[src/flv_tag_check_timeline_top_assert.svh]
// assertion macros shared by the flv tag checker
`ifndef FLV_TAG_CHECK_TIMELINE_TOP_ASSERT_SVH
`define FLV_TAG_CHECK_TIMELINE_TOP_ASSERT_SVH

`ifndef SYNTHESIS

// same-cycle implication, sampled on clk, off during reset
`define FLVTC_ASSERT_NOW(label, ant, cons) \
    label: assert property (@(posedge clk) disable iff (!rst_n) (ant) |-> (cons)) \
        else $error("flvtc check failed");

// next-cycle implication, sampled on clk, off during reset
`define FLVTC_ASSERT_NEXT(label, ant, cons) \
    label: assert property (@(posedge clk) disable iff (!rst_n) (ant) |=> (cons)) \
        else $error("flvtc check failed");

`else

`define FLVTC_ASSERT_NOW(label, ant, cons)
`define FLVTC_ASSERT_NEXT(label, ant, cons)

`endif

`endif

[src/flvtc_pkg.sv]
package flvtc_pkg;

    localparam int MAX_RANGES_DEF = 32;

    localparam logic [7:0]  TYPE_AUDIO    = 8'h08;
    localparam logic [7:0]  TYPE_VIDEO    = 8'h09;
    localparam logic [7:0]  TYPE_META     = 8'h12;
    localparam logic [32:0] TAG_OVERHEAD  = 33'd15;
    localparam logic [31:0] TRAILER_DELTA = 32'd11;

    localparam logic [23:0] GAP_THRESHOLD_RESET = 24'd500;

    localparam logic [1:0] ERR_NONE    = 2'd0;
    localparam logic [1:0] ERR_TYPE    = 2'd1;
    localparam logic [1:0] ERR_END     = 2'd2;
    localparam logic [1:0] ERR_TRAILER = 2'd3;

    localparam int CFG_IDX_W = 4;
    localparam logic [CFG_IDX_W-1:0] CFG_FILE_LENGTH   = 4'd0;
    localparam logic [CFG_IDX_W-1:0] CFG_GAP_THRESHOLD = 4'd1;

    typedef struct packed {
        logic [31:0] tag_offset;
        logic [7:0]  tag_type;
        logic [23:0] body_length;
        logic [23:0] timestamp_ms;
        logic [31:0] trailer_size;
    } tag_item_t;

    typedef struct packed {
        logic        tag_ok;
        logic [1:0]  error_code;
        logic [31:0] next_offset;
        logic        end_reached;
    } chk_res_t;

    typedef struct packed {
        logic        gap_found;
        logic [23:0] gap_ms;
        logic [4:0]  range_index;
        logic [23:0] range_min;
        logic [23:0] range_max;
        logic        range_overflow;
    } tl_res_t;

endpackage

[src/flvtc_tag_if.sv]
interface flvtc_tag_if;
    logic        valid;
    logic        ready;
    logic [31:0] tag_offset;
    logic [7:0]  tag_type;
    logic [23:0] body_length;
    logic [23:0] timestamp_ms;
    logic [31:0] trailer_size;

    modport source (
        output valid, tag_offset, tag_type, body_length, timestamp_ms, trailer_size,
        input  ready
    );

    modport sink (
        input  valid, tag_offset, tag_type, body_length, timestamp_ms, trailer_size,
        output ready
    );
endinterface

[src/flvtc_res_if.sv]
interface flvtc_res_if;
    logic        valid;
    logic        ready;
    logic        tag_ok;
    logic [1:0]  error_code;
    logic [31:0] next_offset;
    logic        end_reached;
    logic        gap_found;
    logic [23:0] gap_ms;
    logic [4:0]  range_index;
    logic [23:0] range_min;
    logic [23:0] range_max;
    logic        range_overflow;

    modport source (
        output valid, tag_ok, error_code, next_offset, end_reached, gap_found, gap_ms,
               range_index, range_min, range_max, range_overflow,
        input  ready
    );

    modport sink (
        input  valid, tag_ok, error_code, next_offset, end_reached, gap_found, gap_ms,
               range_index, range_min, range_max, range_overflow,
        output ready
    );
endinterface

[src/flvtc_cfg_if.sv]
interface flvtc_cfg_if;
    import flvtc_pkg::*;

    logic                 valid;
    logic                 ready;
    logic [CFG_IDX_W-1:0] index;
    logic [31:0]          data;

    modport source (
        output valid, index, data,
        input  ready
    );

    modport sink (
        input  valid, index, data,
        output ready
    );
endinterface

[src/flvtc_check.sv]
module flvtc_check (
    input  flvtc_pkg::tag_item_t item,
    input  logic [31:0]          file_length,
    output flvtc_pkg::chk_res_t  chk
);
    import flvtc_pkg::*;

    logic [32:0] tag_end;
    logic [32:0] resync;
    logic [32:0] next_full;
    logic        type_ok;
    logic        past_end;
    logic        trailer_bad;
    logic        ok;

    assign tag_end = {1'b0, item.tag_offset} + {9'd0, item.body_length} + TAG_OVERHEAD;
    assign resync  = {1'b0, item.tag_offset} + 33'd1;

    assign type_ok = (item.tag_type == TYPE_AUDIO) || (item.tag_type == TYPE_VIDEO)
                  || (item.tag_type == TYPE_META);
    assign past_end    = tag_end > {1'b0, file_length};
    assign trailer_bad = item.trailer_size != ({8'd0, item.body_length} + TRAILER_DELTA);
    assign ok          = type_ok && !past_end && !trailer_bad;

    // end test uses the unwrapped 33-bit offset
    assign next_full = ok ? tag_end : resync;

    always_comb
    begin
        chk.tag_ok      = ok;
        chk.next_offset = next_full[31:0];
        chk.end_reached = next_full >= {1'b0, file_length};
        if (!type_ok)
        begin
            chk.error_code = ERR_TYPE;
        end
        else if (past_end)
        begin
            chk.error_code = ERR_END;
        end
        else if (trailer_bad)
        begin
            chk.error_code = ERR_TRAILER;
        end
        else
        begin
            chk.error_code = ERR_NONE;
        end
    end
endmodule

[src/flvtc_timeline.sv]
`include "flv_tag_check_timeline_top_assert.svh"

module flvtc_timeline #(
    parameter int MAX_RANGES = flvtc_pkg::MAX_RANGES_DEF
) (
    input  logic               clk,
    input  logic               rst_n,
    input  logic               adv,
    input  logic               tag_ok,
    input  logic [23:0]        timestamp_ms,
    input  logic [23:0]        gap_threshold,
    output flvtc_pkg::tl_res_t tl
);
    import flvtc_pkg::*;

    localparam int RW = (MAX_RANGES > 2) ? $clog2(MAX_RANGES) : 1;
    localparam logic [RW-1:0] LAST_RANGE = RW'(MAX_RANGES - 1);

    logic [23:0]   last_time_reg, last_time_next;
    logic          have_last_reg, have_last_next;
    logic [RW-1:0] cur_range_reg, cur_range_next;
    logic [23:0]   cur_min_reg, cur_min_next;
    logic [23:0]   cur_max_reg, cur_max_next;

    logic [23:0]   diff;
    logic          jump;
    logic          at_limit;
    logic          gap_found;
    logic          overflow;
    logic [RW+4:0] range_ext;

    assign diff     = timestamp_ms - last_time_reg;
    assign jump     = tag_ok && have_last_reg && (timestamp_ms > last_time_reg)
                   && (diff > gap_threshold);
    assign at_limit = cur_range_reg == LAST_RANGE;
    assign gap_found = jump && !at_limit;
    assign overflow  = jump && at_limit;

    always_comb
    begin
        last_time_next = last_time_reg;
        have_last_next = have_last_reg;
        cur_range_next = cur_range_reg;
        cur_min_next   = cur_min_reg;
        cur_max_next   = cur_max_reg;
        if (tag_ok)
        begin
            last_time_next = timestamp_ms;
            have_last_next = 1'b1;
            if (gap_found)
            begin
                cur_range_next = cur_range_reg + RW'(1);
                cur_min_next   = timestamp_ms;
                cur_max_next   = timestamp_ms;
            end
            else
            begin
                if (timestamp_ms < cur_min_reg)
                begin
                    cur_min_next = timestamp_ms;
                end
                if (timestamp_ms > cur_max_reg)
                begin
                    cur_max_next = timestamp_ms;
                end
            end
        end
    end

    assign range_ext = {5'd0, cur_range_next};

    always_comb
    begin
        tl.gap_found      = gap_found;
        tl.gap_ms         = jump ? diff : 24'd0;
        tl.range_index    = range_ext[4:0];
        tl.range_min      = cur_min_next;
        tl.range_max      = cur_max_next;
        tl.range_overflow = overflow;
    end

    always_ff @(posedge clk or negedge rst_n)
    begin
        if (!rst_n)
        begin
            last_time_reg <= '0;
            have_last_reg <= 1'b0;
            cur_range_reg <= '0;
            cur_min_reg   <= '0;
            cur_max_reg   <= '0;
        end
        else if (adv)
        begin
            last_time_reg <= last_time_next;
            have_last_reg <= have_last_next;
            cur_range_reg <= cur_range_next;
            cur_min_reg   <= cur_min_next;
            cur_max_reg   <= cur_max_next;
        end
    end

    `FLVTC_ASSERT_NEXT(a_range_step, adv && gap_found, cur_range_reg == $past(cur_range_reg) + RW'(1))
    `FLVTC_ASSERT_NOW(a_min_le_max, 1'b1, cur_min_reg <= cur_max_reg)
    `FLVTC_ASSERT_NOW(a_range_bound, 1'b1, cur_range_reg <= LAST_RANGE)
    `FLVTC_ASSERT_NEXT(a_hold_on_fail, adv && !tag_ok, $stable(last_time_reg) && $stable(cur_range_reg))
endmodule

[src/flv_tag_check_timeline_top.sv]
// flv tag checker with timeline tracker
//
// tag: one beat per candidate tag (offset, type byte, body length, timestamp
//   and the trailer word found after the body); res: one beat per tag with
//   the check verdict, the next candidate offset and the time range state;
//   cfg: register writes, index 0 file length, index 1 gap threshold in ms.
// flow: a tag beat is taken into an input register, checked and tracked
//   there, and its result beat is registered when it leaves that register.
//   throughput is one tag per cycle while res takes its beats, with the
//   range registers (last time, range index, min, max) updated per result.
// reset: no range open yet, range 0 with min and max at 0, file length 0
//   and gap threshold 500 ms. cfg is always ready and is meant to be written
//   while no tag is in flight.
// stall: while res is held off, the result beat stays put and one more tag
//   beat is parked in the input register; after that tag.ready drops until
//   res takes the waiting beat. nothing is dropped or repeated.
module flv_tag_check_timeline_top #(
    parameter int MAX_RANGES = flvtc_pkg::MAX_RANGES_DEF
) (
    input  logic         clk,
    input  logic         rst_n,
    flvtc_tag_if.sink    tag,
    flvtc_res_if.source  res,
    flvtc_cfg_if.sink    cfg
);
    import flvtc_pkg::*;

    logic [31:0] file_length_reg;
    logic [23:0] gap_thr_reg;

    logic        s1_valid_reg;
    tag_item_t   s1_reg;
    logic        out_valid_reg;
    chk_res_t    out_chk_reg;
    tl_res_t     out_tl_reg;

    logic        adv;
    logic        take;
    chk_res_t    chk;
    tl_res_t     tl;

    assign adv  = s1_valid_reg && (!out_valid_reg || res.ready);
    assign take = tag.valid && tag.ready;

    assign tag.ready = !s1_valid_reg || adv;
    assign cfg.ready = 1'b1;

    always_ff @(posedge clk or negedge rst_n)
    begin
        if (!rst_n)
        begin
            file_length_reg <= '0;
            gap_thr_reg     <= GAP_THRESHOLD_RESET;
        end
        else if (cfg.valid)
        begin
            case (cfg.index)
                CFG_FILE_LENGTH:   file_length_reg <= cfg.data;
                CFG_GAP_THRESHOLD: gap_thr_reg     <= cfg.data[23:0];
                default:           ;
            endcase
        end
    end

    always_ff @(posedge clk or negedge rst_n)
    begin
        if (!rst_n)
        begin
            s1_valid_reg  <= 1'b0;
            out_valid_reg <= 1'b0;
        end
        else
        begin
            if (take)
            begin
                s1_valid_reg <= 1'b1;
            end
            else if (adv)
            begin
                s1_valid_reg <= 1'b0;
            end
            if (adv)
            begin
                out_valid_reg <= 1'b1;
            end
            else if (res.ready)
            begin
                out_valid_reg <= 1'b0;
            end
        end
    end

    always_ff @(posedge clk)
    begin
        if (take)
        begin
            s1_reg.tag_offset   <= tag.tag_offset;
            s1_reg.tag_type     <= tag.tag_type;
            s1_reg.body_length  <= tag.body_length;
            s1_reg.timestamp_ms <= tag.timestamp_ms;
            s1_reg.trailer_size <= tag.trailer_size;
        end
        if (adv)
        begin
            out_chk_reg <= chk;
            out_tl_reg  <= tl;
        end
    end

    flvtc_check u_check (
        .item        (s1_reg),
        .file_length (file_length_reg),
        .chk         (chk)
    );

    flvtc_timeline #(
        .MAX_RANGES (MAX_RANGES)
    ) u_timeline (
        .clk           (clk),
        .rst_n         (rst_n),
        .adv           (adv),
        .tag_ok        (chk.tag_ok),
        .timestamp_ms  (s1_reg.timestamp_ms),
        .gap_threshold (gap_thr_reg),
        .tl            (tl)
    );

    assign res.valid          = out_valid_reg;
    assign res.tag_ok         = out_chk_reg.tag_ok;
    assign res.error_code     = out_chk_reg.error_code;
    assign res.next_offset    = out_chk_reg.next_offset;
    assign res.end_reached    = out_chk_reg.end_reached;
    assign res.gap_found      = out_tl_reg.gap_found;
    assign res.gap_ms         = out_tl_reg.gap_ms;
    assign res.range_index    = out_tl_reg.range_index;
    assign res.range_min      = out_tl_reg.range_min;
    assign res.range_max      = out_tl_reg.range_max;
    assign res.range_overflow = out_tl_reg.range_overflow;
endmodule
[src/flat_wrapper.sv]
// flat-port wrapper written by rule: the top's interface ports become plain ports
module flv_tag_check_timeline_top_flat import flvtc_pkg::*;
#(
    parameter int MAX_RANGES = flvtc_pkg::MAX_RANGES_DEF
)
  (clk, rst_n, tag_valid, tag_tag_offset, tag_tag_type, tag_body_length, tag_timestamp_ms, tag_trailer_size, tag_ready, res_valid, res_tag_ok, res_error_code, res_next_offset, res_end_reached, res_gap_found, res_gap_ms, res_range_index, res_range_min, res_range_max, res_range_overflow, res_ready, cfg_valid, cfg_index, cfg_data, cfg_ready);
  flvtc_tag_if tag_i ();
  flvtc_res_if res_i ();
  flvtc_cfg_if cfg_i ();
  input  logic clk;
  input  logic rst_n;
  input wire logic [$bits(tag_i.valid)-1:0] tag_valid;
  input wire logic [$bits(tag_i.tag_offset)-1:0] tag_tag_offset;
  input wire logic [$bits(tag_i.tag_type)-1:0] tag_tag_type;
  input wire logic [$bits(tag_i.body_length)-1:0] tag_body_length;
  input wire logic [$bits(tag_i.timestamp_ms)-1:0] tag_timestamp_ms;
  input wire logic [$bits(tag_i.trailer_size)-1:0] tag_trailer_size;
  output wire logic [$bits(tag_i.ready)-1:0] tag_ready;
  output wire logic [$bits(res_i.valid)-1:0] res_valid;
  output wire logic [$bits(res_i.tag_ok)-1:0] res_tag_ok;
  output wire logic [$bits(res_i.error_code)-1:0] res_error_code;
  output wire logic [$bits(res_i.next_offset)-1:0] res_next_offset;
  output wire logic [$bits(res_i.end_reached)-1:0] res_end_reached;
  output wire logic [$bits(res_i.gap_found)-1:0] res_gap_found;
  output wire logic [$bits(res_i.gap_ms)-1:0] res_gap_ms;
  output wire logic [$bits(res_i.range_index)-1:0] res_range_index;
  output wire logic [$bits(res_i.range_min)-1:0] res_range_min;
  output wire logic [$bits(res_i.range_max)-1:0] res_range_max;
  output wire logic [$bits(res_i.range_overflow)-1:0] res_range_overflow;
  input wire logic [$bits(res_i.ready)-1:0] res_ready;
  input wire logic [$bits(cfg_i.valid)-1:0] cfg_valid;
  input wire logic [$bits(cfg_i.index)-1:0] cfg_index;
  input wire logic [$bits(cfg_i.data)-1:0] cfg_data;
  output wire logic [$bits(cfg_i.ready)-1:0] cfg_ready;
  assign tag_i.valid = tag_valid;
  assign tag_i.tag_offset = tag_tag_offset;
  assign tag_i.tag_type = tag_tag_type;
  assign tag_i.body_length = tag_body_length;
  assign tag_i.timestamp_ms = tag_timestamp_ms;
  assign tag_i.trailer_size = tag_trailer_size;
  assign tag_ready = tag_i.ready;
  assign res_valid = res_i.valid;
  assign res_tag_ok = res_i.tag_ok;
  assign res_error_code = res_i.error_code;
  assign res_next_offset = res_i.next_offset;
  assign res_end_reached = res_i.end_reached;
  assign res_gap_found = res_i.gap_found;
  assign res_gap_ms = res_i.gap_ms;
  assign res_range_index = res_i.range_index;
  assign res_range_min = res_i.range_min;
  assign res_range_max = res_i.range_max;
  assign res_range_overflow = res_i.range_overflow;
  assign res_i.ready = res_ready;
  assign cfg_i.valid = cfg_valid;
  assign cfg_i.index = cfg_index;
  assign cfg_i.data = cfg_data;
  assign cfg_ready = cfg_i.ready;
  flv_tag_check_timeline_top #(.MAX_RANGES(MAX_RANGES)) u_core (.clk(clk), .rst_n(rst_n), .tag(tag_i), .res(res_i), .cfg(cfg_i));
endmodule
[config.mk]
export PLATFORM = sky130hd
export DESIGN_NAME = flv_tag_check_timeline_top_flat
export DESIGN_NICKNAME = d
export VERILOG_FILES = /design/src/flvtc_pkg.sv /design/src/flvtc_tag_if.sv /design/src/flvtc_res_if.sv /design/src/flvtc_cfg_if.sv /design/src/flvtc_check.sv /design/src/flvtc_timeline.sv /design/src/flv_tag_check_timeline_top.sv /design/src/flat_wrapper.sv
export VERILOG_INCLUDE_DIRS = /design/src /design/src/src
export SDC_FILE = /design/constraint.sdc
export NUM_CORES = 1
export LEC_CHECK = 0
export ABC_AREA = 1
export BUFFER_PORTS_ARGS = -buffer_cell sky130_fd_sc_hd__buf_4
export CAP_MARGIN = 30
export CORE_MARGIN = 2
export CORE_UTILIZATION = 60
export CTS_BUF_LIST = sky130_fd_sc_hd__clkbuf_4 sky130_fd_sc_hd__clkbuf_8 sky130_fd_sc_hd__clkbuf_16
export DETAILED_ROUTE_END_ITERATION = 12
export PLACE_DENSITY_LB_ADDON = 0.08
export SLEW_MARGIN = 5
export SYNTH_ARGS = -nofsm -noshare
export SYNTH_HDL_FRONTEND = slang
export SYNTH_HIERARCHICAL = 1
export SYNTH_SLANG_ARGS = --single-unit
[constraint.sdc]
create_clock -name clk -period 8.75 [get_ports clk]
set_input_delay 0.875 -clock clk [delete_from_list [all_inputs] [get_ports clk]]
set_output_delay 0.875 -clock clk [all_outputs]
set_load 0.01 [all_outputs]
==> reports/summary.log <==
INFO  worst_setup_path timing.critical_path.to_type=flop
INFO  yosys          netlist.area_leader.share=28.21%
INFO  clock_network  cts_sinks=371
INFO  worst_setup_path worst-setup-path-type=flop to flop
INFO  worst_setup_path worst-endpoint-arrival=7620ps
INFO  status         run_status=finished clean
INFO  floorplan      floorplan.core_area=41,020µm²
INFO  yosys          synth_top_flop_cell=edfxtp_1
INFO  power_and_ir_drop power.share.combinational=24.2%
INFO  power_and_ir_drop power_leakage=14.43nW
INFO  sta            final_worst_path_period_share=82.40%
INFO  worst_setup_path critical_path.max_fanout=52
INFO  cells_and_area area_growth_from_synthesis_to_final_layout=15.08%
INFO  sta            timing_hold_violations_final=0
INFO  clock_network  cts_hold_repair.buffers=0
INFO  yosys          synth.area.top_cells=edfxtp_1, nand2_1, dfrtp_1
INFO  sta            timing.setup.tns=0ps
INFO  power_and_ir_drop internal-power=3.467mW
INFO  power_and_ir_drop p_total=5.065mW
INFO  worst_setup_path timing.critical_path.max_delay_family=simple AND/OR/NAND/NOR gates
INFO  global_routing gr-total-overflow=0
INFO  yosys          post_synth_instance_area=25,020µm²
INFO  yosys          postSynth.asyncResetShare=36.66%
INFO  clock_network  path_clk_slew=60ps
INFO  yosys          synth_largest_area_cell=edfxtp_1
INFO  floorplan      floorplan.rows=74
INFO  clock_network  clock_latency=580ps
INFO  sta            hold_slack=298.2ps
INFO  hold_path      hold_path_class=input pin to asynchronous set/reset pin
INFO  global_routing gr-usage-all-layers=33.57%
INFO  yosys          syn_inst=3,154
INFO  power_and_ir_drop swShare=31.55%
INFO  floorplan      dieArea=43,350µm²
INFO  job            maxCapViolations=0
INFO  yosys          synth.ff_latch_count=371
INFO  route          wire_per_inst=18.36µm
INFO  power_and_ir_drop irDropWorstVdd=0.1918mV
INFO  route          detailedRoute.firstIterationViolations=2,293
INFO  floorplan      die_h=208.2µm
INFO  sta            finalMaxSlewViolations=0
INFO  sta            fin_skew=22.70ps
INFO  cells_and_area largest_register_ff_count=120
INFO  floorplan      die_width=208.2µm
INFO  worst_setup_path crit_buf_inv=8
INFO  route          num_vias=22,250
INFO  clock_network  clock_tree.buffer_depth=3
INFO  power_and_ir_drop net-switching-power=1.598mW
INFO  cells_and_area final_net_count=3,779
INFO  yosys          ys_top_cells_by_count=nand2_1, inv_1, edfxtp_1, ha_1, nor2_1
INFO  route          wirelength=72.81mm
INFO  yosys          synthMostInstantiatedCell=nand2_1
INFO  yosys          synthDistinctLibCells=53
INFO  clock_network  cts.htree.levels=2
INFO  sta            grt_setup_unrepaired=false
INFO  power_and_ir_drop cellPowerDensity=175.9nW/µm²
INFO  worst_setup_path worstSetupStartpointType=flop
INFO  route          number_of_nets_with_antenna_violations_after_detailed_routing=0
INFO  floorplan      floorplan.initialDensity=61.00%
INFO  sta            finalSetupViolations=0
INFO  placed_design  gp_congestion=0.9344
INFO  placed_design  detailedPlacementHpwl=54.75mm
INFO  yosys          syn-mean-instance-area=7.932µm²
INFO  worst_setup_path critical_path.slowest_cell=nor2_8
INFO  worst_setup_path critical_path_required=9160ps
INFO  clock_network  cts_resized=0
INFO  clock_network  post_cts_buffers=0
INFO  worst_setup_path worst_path_largest_cell_delay=610ps
INFO  placed_design  buffer_ports.inserted=277
INFO  clock_network  cts_inserted_buffers=40
INFO  floorplan      ios=279
INFO  cells_and_area final_layout_size_suffix_gt1_share=14.71%
INFO  global_routing grt_pass1_vias=21,480
INFO  route          drt-vias-per-instance=5.610
INFO  route          detailedRoute.firstPassIterationCount=8
INFO  sta            layout_min_cycle_time=7210ps
INFO  placed_design  placed_cells_incl_taps=3,892
INFO  yosys          synth_nets=3,528
INFO  yosys          synth_enable_flop_cells=235
INFO  yosys          synth_warnings=6
INFO  worst_setup_path path_common_cell=nand2_1
INFO  clock_network  cts_tree=built
INFO  route          post-route-drc-count=0
INFO  cells_and_area final_cell_count_no_fill=3,966
INFO  global_routing grt_pass1_wl=114.4mm
INFO  yosys          synth_sequential_area_ratio=41.84%
INFO  sta            timing.slew.headroom=34.80%
INFO  sta            achievable-frequency=0.1387GHz
INFO  power_and_ir_drop power.share.clock=33.0%
INFO  cells_and_area n_fill_cell=3,265
INFO  global_routing maximum_number_of_pins_on_one_net_before_global_route_repair=123
INFO  global_routing grt_antenna_before_repair=2
INFO  sta            max_slew.worst_pin.slew=977.9ps
INFO  clock_network  ctsRootBufferMaster=clkbuf_16
INFO  power_and_ir_drop part_of_the_power_in_registers=42.8%
layout make-up:
cell class,instances,area [µm²],share of cell area (%)
antenna,1,2.502,0.008691
sequential,371,10470,36.36
timing repair buffer,296,2318,8.053
inverter,413,1553,5.393
clock inverter,10,96.34,0.3346
clock buffer,60,1175,4.081
tap,532,665.6,2.312
multi-input combinational,2283,12510,43.46
metrics by stage:
stage	utilization, %	area [µm²]	setup WS (ps)
global placement	66.78	27390	1928
detailed placement	66.92	27450	1656
global route	70.19	28790	815.7
CTS	70.02	28720	1624
finish	70.19	28790	1540
floorplan	-	25020	877.6
power by group through the flow:
stage / sequential (mW) / clock [mW] / combinational (mW)
floorplan: 2.19 / 0 / 0.770
global placement: 2.19 / 0 / 1.15
detailed placement: 2.19 / 0 / 1.20
CTS: 2.16 / 1.70 / 1.21
global route: 2.18 / 1.77 / 1.37
finish: 2.17 / 1.67 / 1.23
placed cells by master, fill, tap and decap left out, types with 30 or more instances in the layout:
master and n:
nand3_1 155, nor2_1 197, a21oi_1 107, xor2_1 61, xnor2_1 30, dfrtp_1 130
o21ai_0 72, nand4_1 100, edfxtp_1 235, inv_1 403, nand2_1 1111, buf_4 288
clkbuf_16 41, nand2_2 35, ha_1 211
final timing paths:
check / slack [ps] / startpoint / depth (start not counted) / end
setup / recovery: 1540 / u_core/s1_reg[59]$_DFFE_PP_ / 34 / u_core/res.gap_ms[2]$_DFFE_PP_
hold / removal: 300 / rst_n / 1 / u_core/file_length_reg[1]$_DFFE_PN0P_
setup reg to reg: 1540 / u_core/s1_reg[59]$_DFFE_PP_ / 34 / u_core/res.gap_ms[2]$_DFFE_PP_
hold reg to reg: 470 / u_core/gap_thr_reg[2]$_DFFE_PN1P_ / 2 / u_core/gap_thr_reg[2]$_DFFE_PN1P_
max in group asynchronous: 7340 / rst_n / 3 / u_core/u_timeline/cur_max_reg[1]$_DFFE_PN0P_
min in group clk: 470 / u_core/gap_thr_reg[2]$_DFFE_PN1P_ / 2 / u_core/gap_thr_reg[2]$_DFFE_PN1P_
routing by layer:
layer	track usage [%]	vias to the layer above	share of wire (%)
met5	0	-	0.018
met4	11.26	2	2.8
met3	6.974	134	9.5
met2	51.82	1016	44
met1	47.38	10370	44
li1	-	10730	-
cell families (layout without fill, tap and decap cells):
family                     Yosys count  after routing  synth area share [%]
and+or+nand+nor                   1722           1722                 29.98
buffers and inverters              500            779                 8.257
DFF                                371            371                 41.84
AOI/OAI and AO/OA                  255            255                 5.946
adders and majority gates          213            213                 10.71
xor gates and xnor gates            92             92                 3.251
other                                1              2               0.01499
(Power assumes the default switching activity.)
